[src/rtl/prrs_pkg.sv]
// Shared types and operation codes for the priority round-robin scheduler.
`timescale 1ns / 1ps

package prrs_pkg;

   // Operation codes carried on the request tuser.
   localparam logic [1:0] OP_ADD       = 2'd0;
   localparam logic [1:0] OP_YIELD     = 2'd1;
   localparam logic [1:0] OP_TERMINATE = 2'd2;
   localparam logic [1:0] OP_PEEK      = 2'd3;

   // Widths of the request and response fields.
   localparam int unsigned OP_W       = 2;
   localparam int unsigned TASK_W     = 6;
   localparam int unsigned LEVEL_W    = 4;
   localparam int unsigned REQ_W      = 16;
   localparam int unsigned RSP_W      = 8;
   localparam int unsigned RSP_USER_W = 2;

   typedef enum logic [1:0] {
      ST_IDLE,
      ST_LEVEL,
      ST_POP,
      ST_RESULT
   } state_type;

endpackage

[src/rtl/priority_round_robin_scheduler_top.sv]
// Multilevel priority round-robin ready queue with one FIFO list per level.
`timescale 1ns / 1ps

//  Channel | Direction | Fields (lowest bit first)                              | Widths
//  --------+-----------+--------------------------------------------------------+-------
//  req_    | in        | tdata: task_id[5:0], level[9:6], zeros; tuser: op[1:0] | 16, 2
//  rsp_    | out       | tdata: next_task[5:0], zeros; tuser: none_ready, status | 8, 2
//
//  An add or peek, and a yield or terminate without a current task, go from
//  the idle state straight to the result state, which loads the result
//  register and returns to idle; requests are taken only in the idle state. A
//  yield or terminate with a current task first reads the task's level from
//  memory in the level state; if that level holds one task, or none, the
//  result state follows. Rotating or removing the head of a longer list adds
//  the pop state, which reads the link memory and moves the head; a yield also
//  writes the link memory there to append the old head. The result register lets a new
//  request be taken while the previous result still waits; a result is held
//  back only while that register is still occupied. Reset is synchronous and
//  has no clearing pass for the link and level memories: the user must see that
//  they are only read at entries that were written; the block does not enforce it.

module priority_round_robin_scheduler_top #(
   parameter int unsigned MAX_TASKS  = 64,
   parameter int unsigned NUM_LEVELS = 16
) (
   input  logic                            clock,
   input  logic                            reset,
   // req_tdata: task_id[5:0], level[9:6], zero fill[15:10]
   input  logic [prrs_pkg::REQ_W-1:0]      req_tdata,
   // req_tuser: op[1:0]
   input  logic [prrs_pkg::OP_W-1:0]       req_tuser,
   input  logic                            req_tvalid,
   output logic                            req_tready,
   // rsp_tdata: next_task[5:0], zero fill[7:6]
   output logic [prrs_pkg::RSP_W-1:0]      rsp_tdata,
   // rsp_tuser: none_ready[0], status[1]
   output logic [prrs_pkg::RSP_USER_W-1:0] rsp_tuser,
   output logic                            rsp_tvalid,
   input  logic                            rsp_tready
);

   import prrs_pkg::*;

   localparam int unsigned TW = (MAX_TASKS  > 1) ? $clog2(MAX_TASKS)  : 1;
   localparam int unsigned LW = (NUM_LEVELS > 1) ? $clog2(NUM_LEVELS) : 1;

   // Request fields.
   logic [OP_W-1:0]    req_op;
   logic [TASK_W-1:0]  req_task_id;
   logic [LEVEL_W-1:0] req_level;
   logic               req_in_range;
   logic               req_xfer;

   assign req_op       = req_tuser;
   assign req_task_id  = req_tdata[5:0];
   assign req_level    = req_tdata[9:6];
   assign req_in_range = (32'(req_task_id) < MAX_TASKS) && (32'(req_level) < NUM_LEVELS);
   assign req_xfer     = req_tvalid && req_tready;

   // The link and level stores are synchronous memories with registered reads.
   logic [TW-1:0] link_next_ff  [MAX_TASKS];
   logic [LW-1:0] task_level_ff [MAX_TASKS];
   logic [TW-1:0] link_rd_ff;
   logic [LW-1:0] level_rd_ff;

   // Per-level list heads and tails, and the nonempty bitmap.
   logic [TW-1:0]         head_ff [NUM_LEVELS];
   logic [TW-1:0]         tail_ff [NUM_LEVELS];
   logic [NUM_LEVELS-1:0] nonempty_ff, nonempty_in;

   // Control and per-operation registers.
   state_type       state_ff, state_in;
   logic [OP_W-1:0] op_ff, op_in;
   logic            status_ff, status_in;
   logic [LW-1:0]   cl_ff, cl_in;
   logic [TW-1:0]   pop_ff, pop_in;
   logic [TW-1:0]   cur_task_ff, cur_task_in;
   logic            cur_valid_ff, cur_valid_in;
   logic            rsp_valid_ff, rsp_valid_in;
   logic [RSP_W-1:0] rsp_data_ff, rsp_data_in;
   logic [RSP_USER_W-1:0] rsp_user_ff, rsp_user_in;

   // Write ports of the memories and the head and tail arrays.
   logic          link_we;
   logic [TW-1:0] link_wa, link_wd, link_ra;
   logic          level_we;
   logic [TW-1:0] level_wa;
   logic [LW-1:0] level_wd;
   logic          head_we, tail_we;
   logic [LW-1:0] head_wa, tail_wa;
   logic [TW-1:0] head_wd, tail_wd;

   // One shared read of the head and tail arrays and the bitmap, at rd_lvl.
   logic [LW-1:0] rd_lvl;
   logic [TW-1:0] rd_head, rd_tail;
   logic          rd_ne;

   // Lowest nonempty level.
   logic [LW-1:0] best_lvl;
   logic          any_ready;
   logic          out_free;
   logic          single;

   assign out_free = !rsp_valid_ff || rsp_tready;
   assign any_ready = |nonempty_ff;
   assign single    = (rd_head == rd_tail);

   always_comb begin
      best_lvl = '0;
      for (int i = NUM_LEVELS - 1; i >= 0; i--) begin
         if (nonempty_ff[i]) begin
            best_lvl = LW'(i);
         end
      end
   end

   always_comb begin
      unique case (state_ff)
         ST_IDLE:   rd_lvl = LW'(req_level);
         ST_LEVEL:  rd_lvl = level_rd_ff;
         ST_POP:    rd_lvl = cl_ff;
         ST_RESULT: rd_lvl = best_lvl;
         default:   rd_lvl = '0;
      endcase
   end

   assign rd_head = head_ff[rd_lvl];
   assign rd_tail = tail_ff[rd_lvl];
   assign rd_ne   = nonempty_ff[rd_lvl];
   assign link_ra = rd_head;

   assign req_tready = (state_ff == ST_IDLE);
   assign rsp_tvalid = rsp_valid_ff;
   assign rsp_tdata  = rsp_data_ff;
   assign rsp_tuser  = rsp_user_ff;

   // Next state.
   always_comb begin
      state_in = state_ff;
      unique case (state_ff)
         ST_IDLE: begin
            if (req_xfer) begin
               if ((req_op == OP_YIELD || req_op == OP_TERMINATE) && cur_valid_ff) begin
                  state_in = ST_LEVEL;
               end else begin
                  state_in = ST_RESULT;
               end
            end
         end
         ST_LEVEL: begin
            if (rd_ne && !single) begin
               state_in = ST_POP;
            end else begin
               state_in = ST_RESULT;
            end
         end
         ST_POP: begin
            state_in = ST_RESULT;
         end
         ST_RESULT: begin
            if (out_free) begin
               state_in = ST_IDLE;
            end
         end
         default: state_in = ST_IDLE;
      endcase
   end

   // List updates, result and current task.
   always_comb begin
      op_in        = op_ff;
      status_in    = status_ff;
      cl_in        = cl_ff;
      pop_in       = pop_ff;
      cur_task_in  = cur_task_ff;
      cur_valid_in = cur_valid_ff;
      nonempty_in  = nonempty_ff;
      rsp_valid_in = rsp_valid_ff && !rsp_tready;
      rsp_data_in  = rsp_data_ff;
      rsp_user_in  = rsp_user_ff;
      link_we      = 1'b0;
      link_wa      = rd_tail;
      link_wd      = pop_ff;
      level_we     = 1'b0;
      level_wa     = TW'(req_task_id);
      level_wd     = LW'(req_level);
      head_we      = 1'b0;
      head_wa      = rd_lvl;
      head_wd      = TW'(req_task_id);
      tail_we      = 1'b0;
      tail_wa      = rd_lvl;
      tail_wd      = TW'(req_task_id);

      unique case (state_ff)
         ST_IDLE: begin
            if (req_xfer) begin
               op_in     = req_op;
               status_in = 1'b0;
               if (req_op == OP_ADD && req_in_range) begin
                  // Append at the tail of the level, or start a new list.
                  level_we = 1'b1;
                  tail_we  = 1'b1;
                  if (rd_ne) begin
                     link_we = 1'b1;
                     link_wd = TW'(req_task_id);
                  end else begin
                     head_we             = 1'b1;
                     nonempty_in[rd_lvl] = 1'b1;
                  end
               end else if ((req_op == OP_YIELD || req_op == OP_TERMINATE) && !cur_valid_ff) begin
                  status_in = 1'b1;
               end
            end
         end
         ST_LEVEL: begin
            // The level of the current task has arrived from memory.
            cl_in  = level_rd_ff;
            pop_in = rd_head;
            if (rd_ne && single && op_ff == OP_TERMINATE) begin
               nonempty_in[rd_lvl] = 1'b0;
            end
         end
         ST_POP: begin
            // Unlink the head; a yield then appends it behind the old tail.
            head_we = 1'b1;
            head_wd = link_rd_ff;
            if (op_ff == OP_YIELD) begin
               link_we = 1'b1;
               tail_we = 1'b1;
               tail_wd = pop_ff;
            end
         end
         ST_RESULT: begin
            if (out_free) begin
               rsp_valid_in = 1'b1;
               rsp_data_in  = {{(RSP_W - TASK_W){1'b0}},
                               any_ready ? TASK_W'(rd_head) : TASK_W'(0)};
               rsp_user_in  = {status_ff, !any_ready};
               if (op_ff == OP_PEEK ||
                   ((op_ff == OP_YIELD || op_ff == OP_TERMINATE) && !status_ff)) begin
                  cur_valid_in = any_ready;
                  cur_task_in  = any_ready ? rd_head : '0;
               end
            end
         end
         default: ;
      endcase
   end

   // Memories: one write and one registered read each per cycle.
   always_ff @(posedge clock) begin
      if (link_we) begin
         link_next_ff[link_wa] <= link_wd;
      end
      link_rd_ff <= link_next_ff[link_ra];
   end

   always_ff @(posedge clock) begin
      if (level_we) begin
         task_level_ff[level_wa] <= level_wd;
      end
      level_rd_ff <= task_level_ff[cur_task_ff];
   end

   // Head and tail arrays, cleared at reset.
   always_ff @(posedge clock) begin
      if (reset) begin
         for (int i = 0; i < NUM_LEVELS; i++) begin
            head_ff[i] <= '0;
            tail_ff[i] <= '0;
         end
      end else begin
         if (head_we) begin
            head_ff[head_wa] <= head_wd;
         end
         if (tail_we) begin
            tail_ff[tail_wa] <= tail_wd;
         end
      end
   end

   always_ff @(posedge clock) begin
      if (reset) begin
         state_ff     <= ST_IDLE;
         nonempty_ff  <= '0;
         cur_task_ff  <= '0;
         cur_valid_ff <= 1'b0;
         rsp_valid_ff <= 1'b0;
      end else begin
         state_ff     <= state_in;
         nonempty_ff  <= nonempty_in;
         cur_task_ff  <= cur_task_in;
         cur_valid_ff <= cur_valid_in;
         rsp_valid_ff <= rsp_valid_in;
      end
   end

   always_ff @(posedge clock) begin
      op_ff       <= op_in;
      status_ff   <= status_in;
      cl_ff       <= cl_in;
      pop_ff      <= pop_in;
      rsp_data_ff <= rsp_data_in;
      rsp_user_ff <= rsp_user_in;
   end

endmodule

[config.mk]
export PLATFORM = sky130hd
export DESIGN_NAME = priority_round_robin_scheduler_top
export DESIGN_NICKNAME = d
export VERILOG_FILES = /design/src/rtl/prrs_pkg.sv /design/src/rtl/priority_round_robin_scheduler_top.sv
export SDC_FILE = /design/constraint.sdc
export NUM_CORES = 1
export LEC_CHECK = 0
export BUFFER_PORTS_ARGS = -buffer_cell sky130_fd_sc_hd__buf_2
export CORE_MARGIN = 3
export CORE_UTILIZATION = 45
export DETAILED_ROUTE_END_ITERATION = 8
export GPL_TIMING_DRIVEN = 0
export MAX_ROUTING_LAYER = met4
export PLACE_DENSITY = 0.64
export SYNTH_ARGS = -nofsm -noshare
export SYNTH_HDL_FRONTEND = slang
export SYNTH_SLANG_ARGS = --single-unit
[constraint.sdc]
create_clock -name clock -period 6.5 [get_ports clock]
set_input_delay 0.65 -clock clock [delete_from_list [all_inputs] [get_ports clock]]
set_output_delay 0.65 -clock clock [all_outputs]
set_load 0.01 [all_outputs]
Word-level counts from Yosys, hierarchy flattened
Memories as Yosys holds them, arrays and structs flattened. A register that Yosys moved wholly into a read port is not among the register bits.
Index checks and enable logic that the tools add are counted.
Storage, ports and cells
  memories: 4
  word-level logic and storage cells: 137
  bits in registers: 47
  memory bits (writable): 832
  bits of input ports: 22
  output and inout port bits: 12
Memory list
  link_next_ff: depth 64, width 6, rd ports 1, clocked after memory_dff 1, write ports 1, line priority_round_robin_scheduler_top.sv:61  | logic [TW-1:0] link_next_ff [MAX_TASKS];
  task_level_ff: depth 64, width 4, rd ports 1, clocked after memory_dff 1, write ports 1, line priority_round_robin_scheduler_top.sv:62  | logic [LW-1:0] task_level_ff [MAX_TASKS];
  head_ff: depth 16, width 6, rd ports 1, clocked after memory_dff 0, write ports 16, line priority_round_robin_scheduler_top.sv:67  | logic [TW-1:0] head_ff [NUM_LEVELS];
  tail_ff: depth 16, width 6, rd ports 1, clocked after memory_dff 0, write ports 16, line priority_round_robin_scheduler_top.sv:68  | logic [TW-1:0] tail_ff [NUM_LEVELS];
Cells by class
  multiplexer cells: 73
  order comparisons: 2
  reduce and logical (&&, ||, !) cells: 30
  bitwise operators: 3
  eq/ne operators: 14
Operators by type and width (count)
  4-bit 2-to-1 mux: 18
  16-bit 2-to-1 mux: 4
  6-bit 2-to-1 mux: 10
  16-bit one-hot mux with 2 select lines: 1
  1-bit 2-to-1 mux: 30
  16-bit bitwise AND: 1
  16-bit NOT: 1
  16-bit OR: 1
  4-bit one-hot mux with 4 select lines: 1
  16-bit OR reduction: 1
  6-bit OR reduction: 2
  2-bit equality test, second input constant: 5
  1-bit logical AND: 9
  2-bit one-hot mux with 4 select lines: 1
  2-bit by 1-bit equality test with 1-bit output, second input constant: 3
  6-bit equality test: 1
  1-bit zero test: 6
  2-bit 2-to-1 mux: 3
  2-bit != test, second input constant: 3
  1-bit one-hot mux with 2 select lines: 3
  2-bit AND reduction: 3
  4-bit by 5-bit less-than comparator with 1-bit output, second input constant: 1
  5-bit AND reduction: 1
  1-bit binary-select mux with 4-bit select: 1
  other kinds (7): 12

Logic depth before layout (Yosys ltp)
Gate-level depths: netlist of run 1.
  depth in word-level cells: 28
  gate-level depth with buffers: 20
  depth with buffers taken out: 15

Worst setup path before layout of run 1
OpenSTA, ideal clock, no wires.
  path kind: reg-to-reg
  from: register state_ff[1]
  to: memory link_next_ff[19][0] in the netlist's numbering (enable)
  arrival: 4.187 ns
  clock period less this slack: 4.537 ns
  path slack: 1.963 ns
  required time: 6.150 ns
  library setup time: 0.350 ns
  path buffers: 6
  cell stages (with the launch flop): 21
  path through: dfxtp_1 > inv_1 > ha_1 > clkbuf_1 > a221oi_1 > nand2_1 > a31oi_1 > or2_1 > buf_2 > buf_2 > buf_2 > nand2_1 > nand3_1 > o211ai_1 > a31oi_1 > and2_1 > buf_2 > o21bai_1 > or3b_2 > clkbuf_1 > nor2_1
On the way
  longest elaborated chain between the ends: 10
  elaborated cells between the ends (all ways): 15
  classes of those cells: 3 x eq/ne; 9 x mux; 2 x reduce/logical; 1 x memory
Ends and longest elaborated chain
  from (decl): line priority_round_robin_scheduler_top.sv:72  | state_type state_ff, state_in;
  from (signal assigned): line priority_round_robin_scheduler_top.sv:290  | state_ff <= state_in;
  2-bit equality test, or another cell as far along: line priority_round_robin_scheduler_top.sv:118  | unique case (state_ff)
  4-bit one-hot mux with 4 select lines: line priority_round_robin_scheduler_top.sv:118
  1-bit binary-select mux with 4-bit select: line priority_round_robin_scheduler_top.sv:129  | assign rd_ne = nonempty_ff[rd_lvl];
  1-bit 2-to-1 mux (implied by the code): line priority_round_robin_scheduler_top.sv:129
  1-bit 2-to-1 mux: line priority_round_robin_scheduler_top.sv:203  | if (rd_ne) begin
  1-bit 2-to-1 mux: line priority_round_robin_scheduler_top.sv:199  | if (req_op == OP_ADD && req_in_range) begin
  1-bit 2-to-1 mux: line priority_round_robin_scheduler_top.sv:196  | if (req_xfer) begin
  1-bit one-hot mux with 2 select lines: line priority_round_robin_scheduler_top.sv:194  | unique case (state_ff)
  1-bit 2-to-1 mux: line priority_round_robin_scheduler_top.sv:252  | if (link_we) begin
  1-bit 2-to-1 mux (implied by the code): line priority_round_robin_scheduler_top.sv:253  | link_next_ff[link_wa] <= link_wd;
  to (decl): line priority_round_robin_scheduler_top.sv:61
Several ways; a longest one is shown, not always the timed one. The select of a mux whose other input is x is not followed.

Worst setup path after layout of run 1
  from: register state_ff[1]
  to: register link_rd_ff[4], read port of link_next_ff
On the way
  longest elaborated chain between the ends: 3
  elaborated cells between the ends (all ways): 6
  classes of those cells: 3 x eq/ne; 1 x mux; 1 x reduce/logical; 1 x memory
Ends and longest elaborated chain
  2-bit equality test, or another cell as far along: line priority_round_robin_scheduler_top.sv:118
  4-bit one-hot mux with 4 select lines *: line priority_round_robin_scheduler_top.sv:118
  memory read 16 x 6 bit *
  named net link_ra[3]: line priority_round_robin_scheduler_top.sv:85  | logic [TW-1:0] link_wa, link_wd, link_ra;
  to (decl): line priority_round_robin_scheduler_top.sv:63  | logic [TW-1:0] link_rd_ff;
The timed path passes the listed nets; every way through them passes the cells marked *.
A chain may end at the register's enable or synchronous reset.

==> results of run 1 <==
## cell families after synthesis
family / after synthesis / synth area share
and+or+nand+nor: 915 / 0.107
DFF: 889 / 0.709
muxes: 284 / 0.112
AOI/OAI and AO/OA: 224 / 0.0478
buffers and inverters: 164 / 0.0190
adders and majority gates: 8 / 0.00270
xor gates and xnor gates: 6 / 0.00141
other: 1 / 0.000101
## state kept, by name, indices dropped and copies added (netlist names), 4 cells and up, named ones only
| register | flops |
|---|---|
| link_next_ff | 384 |
| task_level_ff | 256 |
| head_ff | 96 |
| tail_ff | 96 |
| cur_task_ff | 6 |
| link_rd_ff | 6 |
| pop_ff | 6 |
| rsp_tdata | 6 |
| cl_ff | 4 |
| level_rd_ff | 4 |
## power by group
group / switching [mW] / internal (mW)
Combinational: 6.39 / 2.62
Clock: 2.25 / 3.05
Sequential: 0.0708 / 6.95
## what timing repair did
action	4_1_cts	5_1_grt
gates resized for setup	29	38
cloned	0	0
setup buffers	0	6
endpoints found under the setup margin	302	383
## per-layer routing
layer  wire [um]  part of all wire  track usage
met3        8280             0.084       0.0382
met2       46200              0.47        0.363
met5           0                 0            -
met1       40600              0.41        0.318
met4        2820             0.029       0.0714
## worst min-delay path by stage
stage,cells past startpoint,startpoint,slack (ns),end
after floorplan,0,level_rd_ff[0]$_DFF_P_,0.41,cl_ff[0]$_DFFE_PN_
after global placement,0,level_rd_ff[3]$_DFF_P_,0.43,cl_ff[3]$_DFFE_PN_
after detailed placement,0,level_rd_ff[3]$_DFF_P_,0.43,cl_ff[3]$_DFFE_PN_
after CTS,1,req_tuser[0],0.13,op_ff[0]$_DFFE_PP_
after global routing,1,req_tuser[0],0.15,op_ff[0]$_DFFE_PP_
final,1,req_tuser[0],0.17,op_ff[0]$_DFFE_PP_
## worst max-delay path, cell delays in order, from the launching register on
cell       delay [ns]
dfxtp_1          0.36
inv_1            0.10
ha_2             0.40
clkbuf_1         0.35
a221oi_1         0.19
nand2_1          0.09
o21ai_1          0.17
nor2_4           0.47
clkbuf_1         0.75
mux4_2           0.44
a22oi_1          0.68
nand2_2          0.38
buf_2            0.34
nor3b_1          0.73
o2111ai_1        0.28
nand4_1          0.18
or4b_1           0.20
## final cells by class
cell class                      instances  share of cell area
Buffer                                148              0.0156
Tap cell                             1060              0.0317
Clock inverter                         58              0.0167
Clock buffer                          106              0.0559
Sequential cell                       889               0.629
Inverter                               13             0.00116
Multi-Input combinational cell       1439               0.246
Timing Repair Buffer                   30             0.00400
## cells in the final DEF (no fill, tap or decap), drive strengths merged, types with 12 or more instances in the layout
cell type / netlist / routed
edfxtp: 853 / 853
nor2: 404 / 404
nand2: 275 / 275
clkbuf: 78 / 184
mux2i: 163 / 163
mux4: 105 / 105
buf: 73 / 100
nand3: 72 / 72
nand2b: 43 / 43
clkinv: 0 / 41
a32oi: 39 / 39
dfxtp: 36 / 36
nor3: 25 / 25
a311oi: 20 / 20
a21oi: 19 / 19
a211oi: 18 / 18
and3: 18 / 18
a22oi: 18 / 18
mux2: 16 / 16
inv: 13 / 16
and2: 15 / 15
a31oi: 12 / 12
==> flow_summary.ini, run 1 <==
[worst_setup_path]
reg2reg_to = link_rd_ff[4]$_DFF_P_
ff2ff_path_depth = 16
setup.worst_path.start = state_ff[1]$_SDFFE_PP0P_
critPathKind = flop to flop
start_kind = flop
crit_arrival_ns = 6.82
r2r_slack_ns = 0.26
worstReg2RegStart = state_ff[1]$_SDFFE_PP0P_
cp-end-kind = flop
path_max_fanout = 11
required_ns = 7.08
crit_end = link_rd_ff[4]$_DFF_P_

[clock_tree]
cts_inserted_buffers = 89
insertion_delay_ns = 0.68
cts_tree = done
clk_pin_slew_ns = 0.06
clk_path_buf_depth = 3
clock_sinks = 889
cts_root_buffer = clkbuf_16
htreeDepth = 3
hold_buffers = 0

[cells_and_area]
fill_cells = 6687
final_cell_count_no_fill = 3743
diodes = 0
finalCoreUtilization = 0.516
final_area_um2 = 41900
nets = 2640
multi_input_area_um2 = 10300
areaGrowthSynthToFinish_pct = 12.8
regArea_um2 = 26300
drive_gt1_frac = 0.157

[worst_hold_path]
hp-class = input pin to flop

[sta]
rsz0062_at_grt = no
fin_ws_ns = 0.261
finClkSkew_ns = 0.0465
tightestPinTransition_ns = 1.30
setup_viol = 0
drv_slew = 0
holdWs_ns = 0.167
hold_violations = 0
tns_ns = 0
fmax_mhz = 160
max_slew_margin = 0.125
layout_min_cycle_time_ns = 6.24
min_period_over_period = 0.960

[floorplanning]
io_pins = 34
die_h_um = 293
die_w_um = 293
die-area_um2 = 86000
rows = 104
initial_core_util = 0.457
core_um2 = 81200

[synthesis]
synth_edf_count = 853
avgSynthCellArea_um2 = 14.9
ys_ff_latch = 889
synth_top_area_share = 0.690
async_flop_share = 0
synth_common_cells = edfxtp_1, nor2_1, nand2_1, mux2i_1, mux4_2
ys_seq_area_frac = 0.709
synthTopCellsByArea = edfxtp_1, mux4_2, mux2i_1, nor2_1, nand2_1
ys_types = 80
yosysMostFrequentCell = edfxtp_1
netlist_area_um2 = 37100
syn_inst = 2491
yosysWarnings = 0
synthFlopType = edfxtp_1
yosys.area.top_type = edfxtp_1

[global_routing]
grtUsageTotal = 0.233
overflow = 0
grt_pass1_vias = 22400
grt_max_degree = 67
grt_first_pass_wirelength_um = 145000
antenna_found_initial = 0

[detailed_routing]
wirelength_um = 98000
viasPerCell = 6.04
ant_nets = 0
wl_per_cell_um = 26.2
drc = 0
drtIter0Drc = 2883
first_pass_iters = 5
route.vias.total = 22600

[status]
status = finished, final reports clean

[job]
drv_cap = 0

[power]
leakagePower_nw = 13.6
power_density_nw_per_um2 = 509
ir_drop_mv = 0.418
power_mw = 21.3

[place]
io_buffers = 23
dp.cells = 3575
placed_area_um2 = 38600
hpwl_um = 65700
gp_congestion = 0.950
place_ws_ns = -0.796
Note: power is estimated with default switching activity, not from simulation.
==> inputs of run 2 (changes only) <==
--- a/config.mk
+++ b/config.mk
@@ -11,7 +11,9 @@
 export DETAILED_ROUTE_END_ITERATION = 8
 export GPL_TIMING_DRIVEN = 0
 export MAX_ROUTING_LAYER = met4
-export PLACE_DENSITY = 0.64
+export PLACE_DENSITY = 0.69
+export RECOVER_POWER = 100
+export SETUP_SLACK_MARGIN = 0.15
 export SYNTH_ARGS = -nofsm -noshare
 export SYNTH_HDL_FRONTEND = slang
 export SYNTH_SLANG_ARGS = --single-unit
==> run 2 against run 1 <==
The flow now finishes with violations (max-capacitance violations, max-slew violations); clock skew rose by 0.034 ns; clock-buffer cell count up 6; worst hold slack got worse by 0.0099 ns; design area shrank 0.13%; power is 0.16% lower; critical path type unchanged; largest power group unchanged.
==> flow_summary.ini, run 2 (same netlist as run 1, synthesis figures left out) <==
[status]
status = complete, but fails checks
violations = max-capacitance violations, max-slew violations

[sta]
fmax_mhz = 162
setup_viol = 0
layout_min_cycle_time_ns = 6.19
tightestPinTransition_ns = 1.53
max_slew_margin = -0.0305
rsz0062_at_grt = no
drv_slew = 11
min_period_over_period = 0.952
finClkSkew_ns = 0.0806
hold_violations = 0

[floorplanning]
rows = 104
die-area_um2 = 86000
die_w_um = 293
initial_core_util = 0.457
die_h_um = 293
core_um2 = 81200
io_pins = 34

[place]
io_buffers = 23
placed_area_um2 = 38600
dp.cells = 3575
gp_congestion = 0.954
hpwl_um = 64500

[worst_setup_path]
max_stage_delay_ns = 0.60
ff2ff_path_depth = 17
worstReg2RegStart = state_ff[1]$_SDFFE_PP0P_
slowest_stage = nor2_1
crit_arrival_ns = 6.48
cp-end-kind = flop
reg2reg_to = link_next_ff[49][2]$_DFFE_PP_
critPathKind = flop to flop
r2r_slack_ns = 0.31
required_ns = 6.80
start_kind = flop
cp_cell_sequence = inv_1, ha_2, clkbuf_2, a221oi_1, nand2_1, a31oi_4, or2_1, buf_2, clkbuf_2, clkbuf_2, nand2_1, a311oi_1, a311oi_1, a31o_1, or3b_2, clkbuf_1, nor2_1
setup.worst_path.start = state_ff[1]$_SDFFE_PP0P_
timing.critical_path.mode_cell = clkbuf_2
path_max_fanout = 11

[global_routing]
antenna_found_initial = 1
grtUsageTotal = 0.232
grt_first_pass_wirelength_um = 145000
overflow = 0
grt_max_degree = 67
grt_pass1_vias = 22600

[clock_tree]
cts_inserted_buffers = 92
clock_sinks = 889
clk_pin_slew_ns = 0.06
insertion_delay_ns = 0.69
cts_root_buffer = clkbuf_16
htreeDepth = 3
clk_path_buf_depth = 3
cts_tree = done

[power]
power_density_nw_per_um2 = 509
leakagePower_nw = 13.5
ir_drop_mv = 0.323

[detailed_routing]
drtIter0Drc = 2803
first_pass_iters = 6
routed-wl-met2_um = 46100
viasPerCell = 6.09
wl_per_cell_um = 26.1
drc = 0
wirelength_um = 97700
ant_nets = 0
route.vias.total = 22800
wl_met3_um = 9530
drt-met1-wl_um = 38800
top_layer = met4

[worst_hold_path]
min_from = req_tuser[1]
hp-class = input pin to flop
hold_depth = 1
holdPathEnd = op_ff[1]$_DFFE_PP_

[cells_and_area]
final_cell_count_no_fill = 3746
reg_top3 = link_next_ff (384), task_level_ff (256)
nets = 2641
top_register = link_next_ff
final_common_cell = edfxtp_1
areaGrowthSynthToFinish_pct = 12.6
diodes = 0
largest_reg_flops = 384
final_cell_mix = edfxtp_1, nor2_1, nand2_1
final_area_um2 = 41800
drive_gt1_frac = 0.141

[job]
drv_cap = 1
==> run 2: final cells by class <==
| cell class | instances | area [um2] |
|---|---|---|
| multi-input cells | 1439 | 10200 |
| inverters | 13 | 48.8 |
| plain buffers | 147 | 654 |
| flip-flops and latches | 889 | 26300 |
| clock inverters | 57 | 711 |
| fillers | 6597 | 39400 |
| repair buffers | 29 | 140 |
| well taps | 1060 | 1330 |
| clock buffers | 112 | 2380 |
==> run 2: repair_timing <==
action                                 CTS  global route
endpoints found under the hold margin    0             0
hold buffers                             0             0
setup endpoints to repair              320           494
setup buffers                            0             6
resized for setup                       17            63
==> run 2: worst max-delay path: cells and delay by family (launching register included) <==
family	cells	cell delay, ns
fa+ha+maj	1	0.30
flops	1	0.40
compound gates	5	1.91
simple gates	5	1.65
buf+inv	6	1.51
==> run 2: worst max-delay path by stage <==
stage	end	slack [ns]	cells after the start
2_1_floorplan	link_next_ff[19][0]$_DFFE_PP_	1.96	20
3_3_place_gp	link_rd_ff[3]$_DFF_P_	-0.59	18
3_5_place_dp	link_rd_ff[3]$_DFF_P_	-0.70	18
4_1_cts	link_next_ff[22][4]$_DFFE_PP_	0.17	18
5_1_grt	link_next_ff[25][0]$_DFFE_PP_	0.12	20
6_report	link_next_ff[49][2]$_DFFE_PP_	0.31	17
==> run 2: power by group <==
part / switching, mW / internal, mW
clock network: 2.29 / 3.04
logic: 6.33 / 2.61
registers: 0.0704 / 6.96
==> run 2: routing by layer <==
metal  up-vias  GRT usage
met5         -          -
met4         0     0.0777
met3       227     0.0409
met2      1349      0.363
met1     11500      0.311
li1       9773          -
==> run 2: per-stage QoR <==
stage | setup WS [ns] | setup TNS, ns | utilization | hold slack [ns] | power (mW)
5_1_grt | 0.118 | 0 | 0.515 | 0.131 | 22.0
4_1_cts | 0.171 | 0 | 0.514 | 0.123 | 21.1
3_5_place_dp | -0.700 | -124.74 | 0.475 | 0.427 | 15.7
6_report | 0.313 | 0 | 0.515 | 0.158 | 21.3
2_1_floorplan | 1.96 | 0 | - | 0.409 | 12.5
3_3_place_gp | -0.586 | -56.68 | 0.475 | 0.429 | 15.6
==> inputs of run 3 (changes only) <==
--- a/config.mk
+++ b/config.mk
@@ -14,6 +14,7 @@
 export PLACE_DENSITY = 0.69
 export RECOVER_POWER = 100
 export SETUP_SLACK_MARGIN = 0.15
+export SKIP_CTS_REPAIR_TIMING = 1
 export SYNTH_ARGS = -nofsm -noshare
 export SYNTH_HDL_FRONTEND = slang
 export SYNTH_SLANG_ARGS = --single-unit
==> constraint.sdc (replaced) <==
create_clock -name clock -period 6.5 [get_ports clock]
set_input_delay 0.975 -clock clock [delete_from_list [all_inputs] [get_ports clock]]
set_output_delay 0.975 -clock clock [all_outputs]
set_load 0.01 [all_outputs]
==> run 3 against run 2 <==
The run still ends with max-capacitance violations, max-slew violations left; utilization about the same; combinational power about the same; via count about the same; first-iteration DRC count about the same; worst hold slack better by 0.29 ns; highest routed layer unchanged.
==> flow_summary.ini, run 3 (same netlist as run 1, synthesis figures left out) <==
[status]
status = complete, but fails checks
violations = max-capacitance violations, max-slew violations

[worst_setup_path]
setup.worst_path.start = state_ff[0]$_SDFFE_PP0P_
max_stage_delay_ns = 0.79
worstReg2RegStart = state_ff[0]$_SDFFE_PP0P_
ff2ff_path_depth = 16
cpLargestDelayFamily = simple AND/OR/NAND/NOR gates
cp_cell_sequence = ha_2, clkbuf_2, a221oi_2, nand2_1, nand2_1, nand2_2, buf_4, buf_2, mux4_2, a22oi_1, nand2_2, xor2_1, nand4_1, nor4_4, clkbuf_2, a211oi_1
path_buf_inv = 4
start_kind = flop
crit_arrival_ns = 6.81
slowest_stage = a22oi_1
path_max_fanout = 11
required_ns = 7.04
r2r_slack_ns = 0.23
critPathKind = flop to flop
cp-end-kind = flop
cp_num_cells = 16

[global_routing]
overflow = 0
antenna_found_initial = 3
grt_first_pass_wirelength_um = 144000
grt_max_degree = 67
grtUsageTotal = 0.232
grt_pass1_vias = 22500

[cells_and_area]
reg_top3 = link_next_ff (384), task_level_ff (256)
diodes = 0
drive_gt1_frac = 0.138
top_register = link_next_ff
final_common_cell = edfxtp_1
largest_reg_flops = 384
finalCoreUtilization = 0.515
nets = 2637
final_cell_mix = edfxtp_1, nor2_1, nand2_1
final_cell_count_no_fill = 3742
final_area_um2 = 41800
areaGrowthSynthToFinish_pct = 12.5

[floorplanning]
die_h_um = 293
rows = 104
core_um2 = 81200
initial_core_util = 0.457
die-area_um2 = 86000
io_pins = 34
die_w_um = 293

[place]
hpwl_um = 64500
io_buffers = 23
dp.cells = 3575
placed_area_um2 = 38600
gp_congestion = 0.954

[power]
power_density_nw_per_um2 = 510
leakagePower_nw = 13.5
power_mw = 21.3
ir_drop_mv = 0.322

[sta]
setup_viol = 0
layout_min_cycle_time_ns = 6.27
drv_slew = 11
max_slew_margin = -0.0257
rsz0062_at_grt = yes
fmax_mhz = 160
min_period_over_period = 0.964
tightestPinTransition_ns = 1.53
finClkSkew_ns = 0.0793
hold_violations = 0

[clock_tree]
cts_inserted_buffers = 92
cts_tree = done
clock_sinks = 889
cts_root_buffer = clkbuf_16
htreeDepth = 3
clk_pin_slew_ns = 0.06
clk_path_buf_depth = 3
insertion_delay_ns = 0.69

[detailed_routing]
drt-met1-wl_um = 38500
viasPerCell = 6.10
wirelength_um = 98000
routed-wl-met2_um = 46200
top_layer = met4
route.vias.total = 22800
drc = 0
wl_per_cell_um = 26.2
wl_met3_um = 9940
drtIter0Drc = 2804
first_pass_iters = 6
ant_nets = 0

[worst_hold_path]
hp-class = flop to flop

[job]
drv_cap = 1
## run 3: worst min path at each step
stage                             from  depth (start not counted)                     end  slack (ns)
2_1_floorplan   level_rd_ff[0]$_DFF_P_                          0      cl_ff[0]$_DFFE_PN_        0.41
3_3_place_gp    level_rd_ff[0]$_DFF_P_                          0      cl_ff[0]$_DFFE_PN_        0.43
3_5_place_dp    level_rd_ff[3]$_DFF_P_                          0      cl_ff[3]$_DFFE_PN_        0.43
4_1_cts         level_rd_ff[3]$_DFF_P_                          0      cl_ff[3]$_DFFE_PN_        0.44
5_1_grt        status_ff$_SDFFCE_PP0P_                          0  rsp_tuser[1]$_DFFE_PP_        0.45
6_report        level_rd_ff[3]$_DFF_P_                          0      cl_ff[3]$_DFFE_PN_        0.44
## run 3: per-layer routing
layer  track usage  up-vias
met5             -        -
met4        0.0819        0
met3        0.0494      245
met2         0.361     1361
met1         0.305    11500
li1              -     9754
## run 3: power by group
part	total (mW)	leakage [nW]	switching [mW]	internal, mW
clock network	5.33	1.48	2.29	3.04
logic	8.97	3.82	6.37	2.60
registers	7.03	8.23	0.0703	6.96
## run 3: layout make-up
| type | instances | area [um2] |
|---|---|---|
| fillers | 6605 | 39400 |
| flip-flops and latches | 889 | 26300 |
| multi-input cells | 1439 | 10200 |
| clock buffers | 112 | 2380 |
| well taps | 1060 | 1330 |
| clock inverters | 57 | 711 |
| plain buffers | 147 | 652 |
| repair buffers | 25 | 118 |
| inverters | 13 | 48.8 |
## run 3: metrics by stage
stage,setup slack (ns),TNS (ns),hold slack (ns)
after floorplan,1.94,0,0.409
after global routing,0.0393,0,0.452
after detailed placement,-1.02,-367.12,0.427
after global placement,-0.911,-220.83,0.429
after CTS,-0.415,-14.54,0.437
final,0.231,0,0.444
